## config.mk

```make
export PLATFORM = sky130hd
export DESIGN_NAME = unicode_byte_stream_decoder_core
export DESIGN_NICKNAME = d
export VERILOG_FILES = /design/src/rtl/core/ubsd_pkg.sv /design/src/rtl/core/ubsd_decode.sv /design/src/rtl/core/unicode_byte_stream_decoder_core.sv
export VERILOG_INCLUDE_DIRS = /design/src /design/src/rtl/core
export SDC_FILE = /design/constraint.sdc
export NUM_CORES = 1
export LEC_CHECK = 0
export BUFFER_PORTS_ARGS = -buffer_cell sky130_fd_sc_hd__buf_2
export CORE_MARGIN = 1
export CORE_UTILIZATION = 45
export CTS_BUF_LIST = sky130_fd_sc_hd__clkbuf_4
export DETAILED_ROUTE_END_ITERATION = 6
export HOLD_SLACK_MARGIN = 0.02
export RECOVER_POWER = 50
export SLEW_MARGIN = 20
export SYNTH_ARGS = -nofsm -noshare
export SYNTH_HDL_FRONTEND = slang
export SYNTH_SLANG_ARGS = --single-unit
```

## constraint.sdc

```tcl
create_clock -name aclk -period 5.6 [get_ports aclk]
set_input_delay 0.84 -clock aclk [delete_from_list [all_inputs] [get_ports aclk]]
set_output_delay 0.84 -clock aclk [all_outputs]
set_load 0.02 [all_outputs]
```

## src/rtl/core/unicode_byte_stream_decoder_core_defines.svh

```systemverilog
// Assertion macros shared by the Unicode byte stream decoder RTL.
// Standalone header; the modules that assert include it by bare file name.
`ifndef UNICODE_BYTE_STREAM_DECODER_CORE_DEFINES_SVH
`define UNICODE_BYTE_STREAM_DECODER_CORE_DEFINES_SVH

// Antecedent implies consequent in the same cycle.
`define UBSD_ASSERT_IMPL(label, clk, rst_n, ante, cons) \
    label: assert property (@(posedge clk) disable iff (!(rst_n)) (ante) |-> (cons)) \
        else $error("ubsd assertion failed");

// Antecedent implies consequent in the following cycle.
`define UBSD_ASSERT_NEXT(label, clk, rst_n, ante, cons) \
    label: assert property (@(posedge clk) disable iff (!(rst_n)) (ante) |=> (cons)) \
        else $error("ubsd assertion failed");

`endif

```

## src/rtl/core/ubsd_pkg.sv

```systemverilog
// Shared types and codes for the Unicode byte stream decoder.
// No dependencies; used by ubsd_decode and the top level.
package ubsd_pkg;

    localparam logic [2:0] MODE_UTF8    = 3'd0;
    localparam logic [2:0] MODE_UTF16LE = 3'd1;
    localparam logic [2:0] MODE_UTF16BE = 3'd2;
    localparam logic [2:0] MODE_UTF32LE = 3'd3;
    localparam logic [2:0] MODE_UTF32BE = 3'd4;

    localparam logic [2:0] ERR_NONE        = 3'd0;
    localparam logic [2:0] ERR_BAD_BYTE    = 3'd1;
    localparam logic [2:0] ERR_RANGE       = 3'd2;
    localparam logic [2:0] ERR_SURROGATE   = 3'd3;
    localparam logic [2:0] ERR_LONE_LOW    = 3'd4;
    localparam logic [2:0] ERR_MISSING_LOW = 3'd5;
    localparam logic [2:0] ERR_LOCKED      = 3'd6;

    // UTF-8 sequence positions.
    localparam logic [2:0] PH_LEAD     = 3'd0;
    localparam logic [2:0] PH_2B_LAST  = 3'd1;
    localparam logic [2:0] PH_3B_MID   = 3'd2;
    localparam logic [2:0] PH_3B_LAST  = 3'd3;
    localparam logic [2:0] PH_4B_MID1  = 3'd4;
    localparam logic [2:0] PH_4B_MID2  = 3'd5;
    localparam logic [2:0] PH_4B_LAST  = 3'd6;

    // UTF-16 and UTF-32 byte positions.
    localparam logic [2:0] PH_BYTE0 = 3'd0;
    localparam logic [2:0] PH_BYTE1 = 3'd1;
    localparam logic [2:0] PH_BYTE2 = 3'd2;
    localparam logic [2:0] PH_BYTE3 = 3'd3;

    localparam logic [20:0] CP_MAX = 21'h10FFFF;

    typedef struct packed {
        logic [2:0]  phase;
        logic [23:0] partial;
        logic        locked;
    } dec_state_t;

    typedef struct packed {
        logic        emit;
        logic [20:0] code_point;
        logic        is_error;
        logic [2:0]  error_kind;
    } dec_result_t;

    localparam dec_state_t START_STATE = '{phase: 3'd0, partial: 24'd0, locked: 1'b0};

endpackage

```

## src/rtl/core/ubsd_decode.sv

```systemverilog
// Single-byte decode step: next decoder state and optional result for one byte.
// Depends on ubsd_pkg.
module ubsd_decode (
    input  logic [2:0]             format_mode,
    input  ubsd_pkg::dec_state_t   state_cur,
    input  logic [7:0]             in_byte,
    input  logic                   restart,
    output ubsd_pkg::dec_state_t   state_next,
    output ubsd_pkg::dec_result_t  result
);

    ubsd_pkg::dec_state_t st;
    logic        big;
    logic        cont;
    logic [15:0] unit;
    logic [23:0] v8;
    logic [31:0] v32;
    logic [2:0]  kind;
    logic        done;
    logic [20:0] cp;
    logic [2:0]  phase_n;
    logic [23:0] part_n;

    assign st   = restart ? ubsd_pkg::START_STATE : state_cur;
    assign big  = (format_mode == ubsd_pkg::MODE_UTF16BE) ||
                  (format_mode == ubsd_pkg::MODE_UTF32BE);
    assign cont = in_byte inside {[8'h80:8'hBF]};
    assign unit = big ? {st.partial[7:0], in_byte} : {in_byte, st.partial[7:0]};
    assign v8   = st.partial | {18'd0, in_byte[5:0]};
    assign v32  = big ? {st.partial, in_byte} : {in_byte, st.partial};

    always_comb begin
        kind    = ubsd_pkg::ERR_NONE;
        done    = 1'b0;
        cp      = '0;
        phase_n = st.phase;
        part_n  = st.partial;
        case (format_mode)
            ubsd_pkg::MODE_UTF8: begin
                case (st.phase)
                    ubsd_pkg::PH_LEAD: begin
                        if (in_byte inside {[8'h00:8'h7F]}) begin
                            cp   = {13'd0, in_byte};
                            done = 1'b1;
                        end else if (in_byte inside {[8'hC2:8'hDF]}) begin
                            part_n  = {13'd0, in_byte[4:0], 6'd0};
                            phase_n = ubsd_pkg::PH_2B_LAST;
                        end else if (in_byte inside {[8'hE0:8'hEF]}) begin
                            part_n  = {8'd0, in_byte[3:0], 12'd0};
                            phase_n = ubsd_pkg::PH_3B_MID;
                        end else if (in_byte inside {[8'hF0:8'hF4]}) begin
                            part_n  = {3'd0, in_byte[2:0], 18'd0};
                            phase_n = ubsd_pkg::PH_4B_MID1;
                        end else begin
                            kind = ubsd_pkg::ERR_BAD_BYTE;
                        end
                    end
                    ubsd_pkg::PH_2B_LAST: begin
                        if (!cont) begin
                            kind = ubsd_pkg::ERR_BAD_BYTE;
                        end else begin
                            cp   = v8[20:0];
                            done = 1'b1;
                        end
                    end
                    ubsd_pkg::PH_3B_MID: begin
                        if (!cont) begin
                            kind = ubsd_pkg::ERR_BAD_BYTE;
                        end else begin
                            part_n  = st.partial | {12'd0, in_byte[5:0], 6'd0};
                            phase_n = ubsd_pkg::PH_3B_LAST;
                        end
                    end
                    ubsd_pkg::PH_3B_LAST: begin
                        if (!cont) begin
                            kind = ubsd_pkg::ERR_BAD_BYTE;
                        end else if (v8 < 24'h000800) begin
                            kind = ubsd_pkg::ERR_RANGE;
                        end else if (v8 inside {[24'h00D800:24'h00DFFF]}) begin
                            kind = ubsd_pkg::ERR_SURROGATE;
                        end else begin
                            cp   = v8[20:0];
                            done = 1'b1;
                        end
                    end
                    ubsd_pkg::PH_4B_MID1: begin
                        if (!cont) begin
                            kind = ubsd_pkg::ERR_BAD_BYTE;
                        end else begin
                            part_n  = st.partial | {6'd0, in_byte[5:0], 12'd0};
                            phase_n = ubsd_pkg::PH_4B_MID2;
                        end
                    end
                    ubsd_pkg::PH_4B_MID2: begin
                        if (!cont) begin
                            kind = ubsd_pkg::ERR_BAD_BYTE;
                        end else begin
                            part_n  = st.partial | {12'd0, in_byte[5:0], 6'd0};
                            phase_n = ubsd_pkg::PH_4B_LAST;
                        end
                    end
                    ubsd_pkg::PH_4B_LAST: begin
                        if (!cont) begin
                            kind = ubsd_pkg::ERR_BAD_BYTE;
                        end else if (v8 < 24'h010000 || v8 >= 24'h110000) begin
                            kind = ubsd_pkg::ERR_RANGE;
                        end else begin
                            cp   = v8[20:0];
                            done = 1'b1;
                        end
                    end
                    default: begin
                        kind = ubsd_pkg::ERR_BAD_BYTE;
                    end
                endcase
            end
            ubsd_pkg::MODE_UTF16LE, ubsd_pkg::MODE_UTF16BE: begin
                case (st.phase)
                    ubsd_pkg::PH_BYTE0, ubsd_pkg::PH_BYTE2: begin
                        part_n  = {st.partial[23:8], in_byte};
                        phase_n = st.phase + 3'd1;
                    end
                    ubsd_pkg::PH_BYTE1: begin
                        if (unit inside {[16'hD800:16'hDBFF]}) begin
                            part_n  = {unit, 8'd0};
                            phase_n = ubsd_pkg::PH_BYTE2;
                        end else if (unit inside {[16'hDC00:16'hDFFF]}) begin
                            kind = ubsd_pkg::ERR_LONE_LOW;
                        end else begin
                            cp   = {5'd0, unit};
                            done = 1'b1;
                        end
                    end
                    ubsd_pkg::PH_BYTE3: begin
                        if (!(unit inside {[16'hDC00:16'hDFFF]})) begin
                            kind = ubsd_pkg::ERR_MISSING_LOW;
                        end else begin
                            cp   = {1'b0, st.partial[17:8], unit[9:0]} + 21'h010000;
                            done = 1'b1;
                        end
                    end
                    default: begin
                        kind = ubsd_pkg::ERR_BAD_BYTE;
                    end
                endcase
            end
            ubsd_pkg::MODE_UTF32LE, ubsd_pkg::MODE_UTF32BE: begin
                case (st.phase)
                    ubsd_pkg::PH_BYTE0, ubsd_pkg::PH_BYTE1, ubsd_pkg::PH_BYTE2: begin
                        phase_n = st.phase + 3'd1;
                        if (big) begin
                            part_n = {st.partial[15:0], in_byte};
                        end else if (st.phase == ubsd_pkg::PH_BYTE0) begin
                            part_n = st.partial | {16'd0, in_byte};
                        end else if (st.phase == ubsd_pkg::PH_BYTE1) begin
                            part_n = st.partial | {8'd0, in_byte, 8'd0};
                        end else begin
                            part_n = st.partial | {in_byte, 16'd0};
                        end
                    end
                    ubsd_pkg::PH_BYTE3: begin
                        if (v32 >= 32'h00110000) begin
                            kind = ubsd_pkg::ERR_RANGE;
                        end else if (v32 inside {[32'h0000D800:32'h0000DFFF]}) begin
                            kind = ubsd_pkg::ERR_SURROGATE;
                        end else begin
                            cp   = v32[20:0];
                            done = 1'b1;
                        end
                    end
                    default: begin
                        kind = ubsd_pkg::ERR_BAD_BYTE;
                    end
                endcase
            end
            default: begin
                kind = ubsd_pkg::ERR_BAD_BYTE;
            end
        endcase
    end

    always_comb begin
        if (st.locked) begin
            state_next = st;
            result     = '{emit: 1'b1, code_point: 21'd0, is_error: 1'b1,
                           error_kind: ubsd_pkg::ERR_LOCKED};
        end else if (kind != ubsd_pkg::ERR_NONE) begin
            state_next = '{phase: 3'd0, partial: 24'd0, locked: 1'b1};
            result     = '{emit: 1'b1, code_point: 21'd0, is_error: 1'b1,
                           error_kind: kind};
        end else if (done) begin
            state_next = ubsd_pkg::START_STATE;
            result     = '{emit: 1'b1, code_point: cp, is_error: 1'b0,
                           error_kind: ubsd_pkg::ERR_NONE};
        end else begin
            state_next = '{phase: phase_n, partial: part_n, locked: st.locked};
            result     = '{emit: 1'b0, code_point: 21'd0, is_error: 1'b0,
                           error_kind: ubsd_pkg::ERR_NONE};
        end
    end

endmodule

```

## src/rtl/core/unicode_byte_stream_decoder_core.sv

```systemverilog
// Top level of the Unicode byte stream decoder: input register, decode step, result register.
// Depends on ubsd_pkg, ubsd_decode and unicode_byte_stream_decoder_core_defines.svh.
//
//   Channel   Direction  Contents
//   s_*       in         one encoded byte per beat, restart flag in tuser
//   m_*       out        code point in tdata, error flag and kind in tuser
//   cfg_*     in         format mode write, restarts the decoder
//
// One byte is accepted every cycle while results drain; an accepted byte waits in the input register
// and is then decoded into the result register, which is loaded only when the decode step emits a result.
// The decode state updates in the same cycle a byte leaves the input register.
// Synchronous active-low reset selects UTF-8, clears the lock and empties both registers.
// A stalled m_tready holds the result and stops the input register once it is full.
`include "unicode_byte_stream_decoder_core_defines.svh"

module unicode_byte_stream_decoder_core (
    input  logic        aclk,
    input  logic        aresetn,
    input  logic        cfg_we,
    input  logic [2:0]  cfg_wdata,
    input  logic        s_tvalid,
    output logic        s_tready,
    input  logic [7:0]  s_tdata,   // [7:0] in_byte
    input  logic [0:0]  s_tuser,   // [0] restart
    output logic        m_tvalid,
    input  logic        m_tready,
    output logic [23:0] m_tdata,   // [20:0] code_point, [23:21] zero
    output logic [3:0]  m_tuser    // [0] is_error, [3:1] error_kind
);

    logic                  in_valid_reg;
    logic [7:0]            in_byte_reg;
    logic                  in_restart_reg;
    logic [2:0]            mode_reg;
    ubsd_pkg::dec_state_t  state_reg;
    ubsd_pkg::dec_state_t  state_next;
    ubsd_pkg::dec_result_t result;
    logic                  m_valid_reg;
    logic [20:0]           out_cp_reg;
    logic                  out_err_reg;
    logic [2:0]            out_kind_reg;
    logic                  advance;

    assign advance  = in_valid_reg && (!m_valid_reg || m_tready);
    assign s_tready = !in_valid_reg || advance;

    ubsd_decode u_decode (
        .format_mode (mode_reg),
        .state_cur   (state_reg),
        .in_byte     (in_byte_reg),
        .restart     (in_restart_reg),
        .state_next  (state_next),
        .result      (result)
    );

    always_ff @(posedge aclk) begin
        if (!aresetn) begin
            in_valid_reg <= 1'b0;
            m_valid_reg  <= 1'b0;
            mode_reg     <= ubsd_pkg::MODE_UTF8;
            state_reg    <= ubsd_pkg::START_STATE;
        end else begin
            if (s_tvalid && s_tready) begin
                in_valid_reg <= 1'b1;
            end else if (advance) begin
                in_valid_reg <= 1'b0;
            end
            if (advance) begin
                m_valid_reg <= result.emit;
            end else if (m_tready) begin
                m_valid_reg <= 1'b0;
            end
            if (cfg_we) begin
                mode_reg  <= cfg_wdata;
                state_reg <= ubsd_pkg::START_STATE;
            end else if (advance) begin
                state_reg <= state_next;
            end
        end
    end

    always_ff @(posedge aclk) begin
        if (s_tvalid && s_tready) begin
            in_byte_reg    <= s_tdata;
            in_restart_reg <= s_tuser[0];
        end
        if (advance && result.emit) begin
            out_cp_reg   <= result.code_point;
            out_err_reg  <= result.is_error;
            out_kind_reg <= result.error_kind;
        end
    end

    assign m_tvalid = m_valid_reg;
    assign m_tdata  = {3'd0, out_cp_reg};
    assign m_tuser  = {out_kind_reg, out_err_reg};

    `UBSD_ASSERT_IMPL(a_err_zero_cp, aclk, aresetn,
        m_valid_reg && out_err_reg,
        out_cp_reg == 21'd0 && out_kind_reg != ubsd_pkg::ERR_NONE)
    `UBSD_ASSERT_IMPL(a_ok_in_range, aclk, aresetn,
        m_valid_reg && !out_err_reg,
        out_kind_reg == ubsd_pkg::ERR_NONE && out_cp_reg <= ubsd_pkg::CP_MAX)
    `UBSD_ASSERT_NEXT(a_err_locks, aclk, aresetn,
        advance && result.emit && result.is_error && !cfg_we,
        state_reg.locked)
    `UBSD_ASSERT_IMPL(a_locked_clean, aclk, aresetn,
        state_reg.locked,
        state_reg.phase == 3'd0 && state_reg.partial == 24'd0)
    `UBSD_ASSERT_IMPL(a_phase_range, aclk, aresetn,
        1'b1,
        state_reg.phase != 3'd7)

endmodule
```

==> qor.txt <==
Worst Hold Launch: state_reg[10]
final hold vios: 0
synthesized area: 5739 sq um
Max VDD drop: 0.1339 mV
min-delay worst type: flop to flop
Max Freq: 216.1 MHz
Hold Path Stages: 2
final setup fails: 0
Synth Area in Simple Gates: 24.02%
core area: 12,210 sq um
Top FF cell, synth: edfxtp_1
worst path arrival time: 5020 ps
global route total overflow: 0
# fillers: 1,252
NumNets Final: 766
FF-to-FF setup slack: 970 ps
Worst Setup End Kind: flop
fin crit share: 82.62%
multiplexer share of the synthesized area: 2.638%
fin. max-slew vios: 0
WHS Endpoint: state_reg[10]
most common cell in the synthesized netlist: nand2_1
cts bufs inserted: 9
# H-tree levels: 3
Tmin final: 4627 ps
top-area cell type share of the netlist area: 17.79%
clock tree from TritonCTS: yes
DRT Wirelength: 24.15 mm
P&R area growth vs syn: 5.232%
DRC: 0
worst path required time: 6000 ps
TritonRoute pass-1 iters: 6
Pleak: 1.953 nW
pwr dens: 196.5 nW/um^2
drt initial violations: 926
crit path kind: flop to flop
worst r2r src: mode_reg[2]
Post-CTS Setup Bufs: 0
Critical Path Source Type: flop
drt via density: 7.110
RePlAce Congestion: 0.9726
Synth Area in Adders: 1.526%
antenna-violating nets left: 0
count of input and output buffers: 43
synth top area cells: edfxtp_1 18%, dfxtp_1 12%, a21oi_1 5.4%
n_diodes: 0
Max Cap Viol: 0
num rows: 40
GRT Util Overall: 37.42%
synth unique cells: 79
RSZ-0062 raised after global routing: false
complex-gate fraction of the synthesized area: 34.84%
Clock Latency Late Sink: 480 ps
DIE AREA: 13,210 sq um
total power draw: 1.187 mW
hpwl dp: 17.10 mm
clk root buf: clkbuf_4
skew final: 19.83 ps
largest net degree at the start of global routing: 46
first-pass GRT wire length: 36.27 mm
peak fanout along the critical path: 20
clock slew at reported path FFs: 110 ps
die width: 114.9 um
Post-synth EDFFs: 34
worst r2r path cells: 9
most frequent cells after synthesis: 75 x nand2_1, 71 x nor2_1, 62 x a21oi_1
Post-Synth XOR/XNOR Area: 1.025%
cells after synthesis: 744
main combinational cell family by area after synthesis: compound AO/OA/AOI/OAI gates
initial antenna violation count: 0
layout cell share with drive strength beyond 1: 8.300%
max FFs per register: 28
average size of a mapped cell: 7.714 sq um
status: finished, final reports clean
Routed WL per cell: 26.40 um
starting density of the core: 47.00%
Slew headroom: 23.46%
sequential-to-total area share from yosys stat: 29.30%
Synth area leader: edfxtp_1
clk sinks: 67
asr flop ratio synth: 0%
Crit Reg-Reg Endpoint: state_reg[5]
Clock Path Buffers: 2
number of top-level pins: 47
Yosys reg bits: 67
yosys warns: 0
post-CTS sizing: 0
Worst-Margin Slew: 1146 ps
final setup TNS: 0 ps
vias post-DR: 6,506
vias in the first global route: 6,038
die span in y: 114.9 um
hold_buf cts: 0
-- report_power, final --
group          internal, mW  switching (mW)  leakage (nW)
Sequential            0.532          0.0359         0.600
Clock                 0.137           0.189        0.0736
Combinational        0.0881           0.205          1.28
-- layout by cell type (no fill, tap or decap), drive strengths merged, types with 8 or more instances in the layout --
| master | count |
|---|---|
| nand2 | 75 |
| nor2 | 72 |
| a21oi | 62 |
| o21ai | 48 |
| clkbuf | 39 |
| edfxtp | 34 |
| dfxtp | 33 |
| buf | 29 |
| nor3 | 25 |
| nor2b | 24 |
| a211oi | 23 |
| a22oi | 18 |
| inv | 17 |
| nand3 | 15 |
| a221oi | 15 |
| mux2i | 14 |
| o221ai | 12 |
| nand2b | 11 |
| a22o | 11 |
| a311oi | 8 |
| a31oi | 8 |
-- layer usage --
| metal | up-vias | GRT usage [%] | wire length [um] |
|---|---|---|---|
| li1 | 2836 | - | - |
| met1 | 3028 | 48.09 | 9403 |
| met3 | 118 | 10.28 | 3197 |
| met5 | - | 0 | 0 |
| met4 | 0 | 21.04 | 1307 |
| met2 | 524 | 56.63 | 10240 |
-- final cells by class --
class | instances | area, sq um | share of cell area [%]
Sequential cell | 67 | 1682 | 27.84
Clock inverter | 6 | 56.30 | 0.9323
Clock buffer | 10 | 75.07 | 1.243
Tap cell | 168 | 210.2 | 3.480
Multi-Input combinational cell | 588 | 3662 | 60.64
Timing Repair Buffer | 58 | 286.5 | 4.744
Inverter | 18 | 67.56 | 1.119
-- worst max path at each step --
stage / start / to / slack (ps) / cells past startpoint
after global placement: mode_reg[2] / out_cp_reg[19] / 1520 / 7
after detailed placement: mode_reg[2] / out_cp_reg[19] / 1560 / 7
final: mode_reg[2] / state_reg[5] / 970 / 9
after global routing: mode_reg[2] / state_reg[5] / 790 / 9
after floorplan: in_restart_reg / out_cp_reg[0] / 1700 / 14
after CTS: mode_reg[2] / out_cp_reg[19] / 1520 / 7
-- cell families (layout without fill, tap and decap cells) --
group | Yosys count | in the layout
muxes | 15 | 15
and+or+nand+nor | 274 | 274
other | 1 | 3
xor gates and xnor gates | 5 | 5
buffers and inverters | 91 | 92
AOI/OAI and AO/OA | 284 | 284
DFF | 67 | 67
adders and majority gates | 7 | 7
-- worst max-delay path: stages, from the launching register on --
cell and delay [ps]:
dfxtp_1 860, xnor2_1 450, nor4_1 750, nor2_1 250, nand3_1 140, o311ai_0 250, nor4_1 830, clkbuf_1 550
a31oi_1 190, o31ai_1 270
-- metrics by stage --
| stage | instances | utilization (%) | area [sq um] | setup WS (ps) | hold WS [ps] |
|---|---|---|---|---|---|
| finish | 915 | 49.46 | 6040 | 973.1 | 517.8 |
| global route | 915 | 49.46 | 6040 | 786.0 | 520.7 |
| CTS | 915 | 50.02 | 6108 | 1523 | 511.2 |
| detailed placement | 899 | 48.94 | 5977 | 1560 | 491.0 |
| global placement | 899 | 48.94 | 5977 | 1520 | 492.2 |
| floorplan | 746 | - | 5747 | 1703 | 454.1 |
No activity file was read; power rests on OpenSTA's default activity.
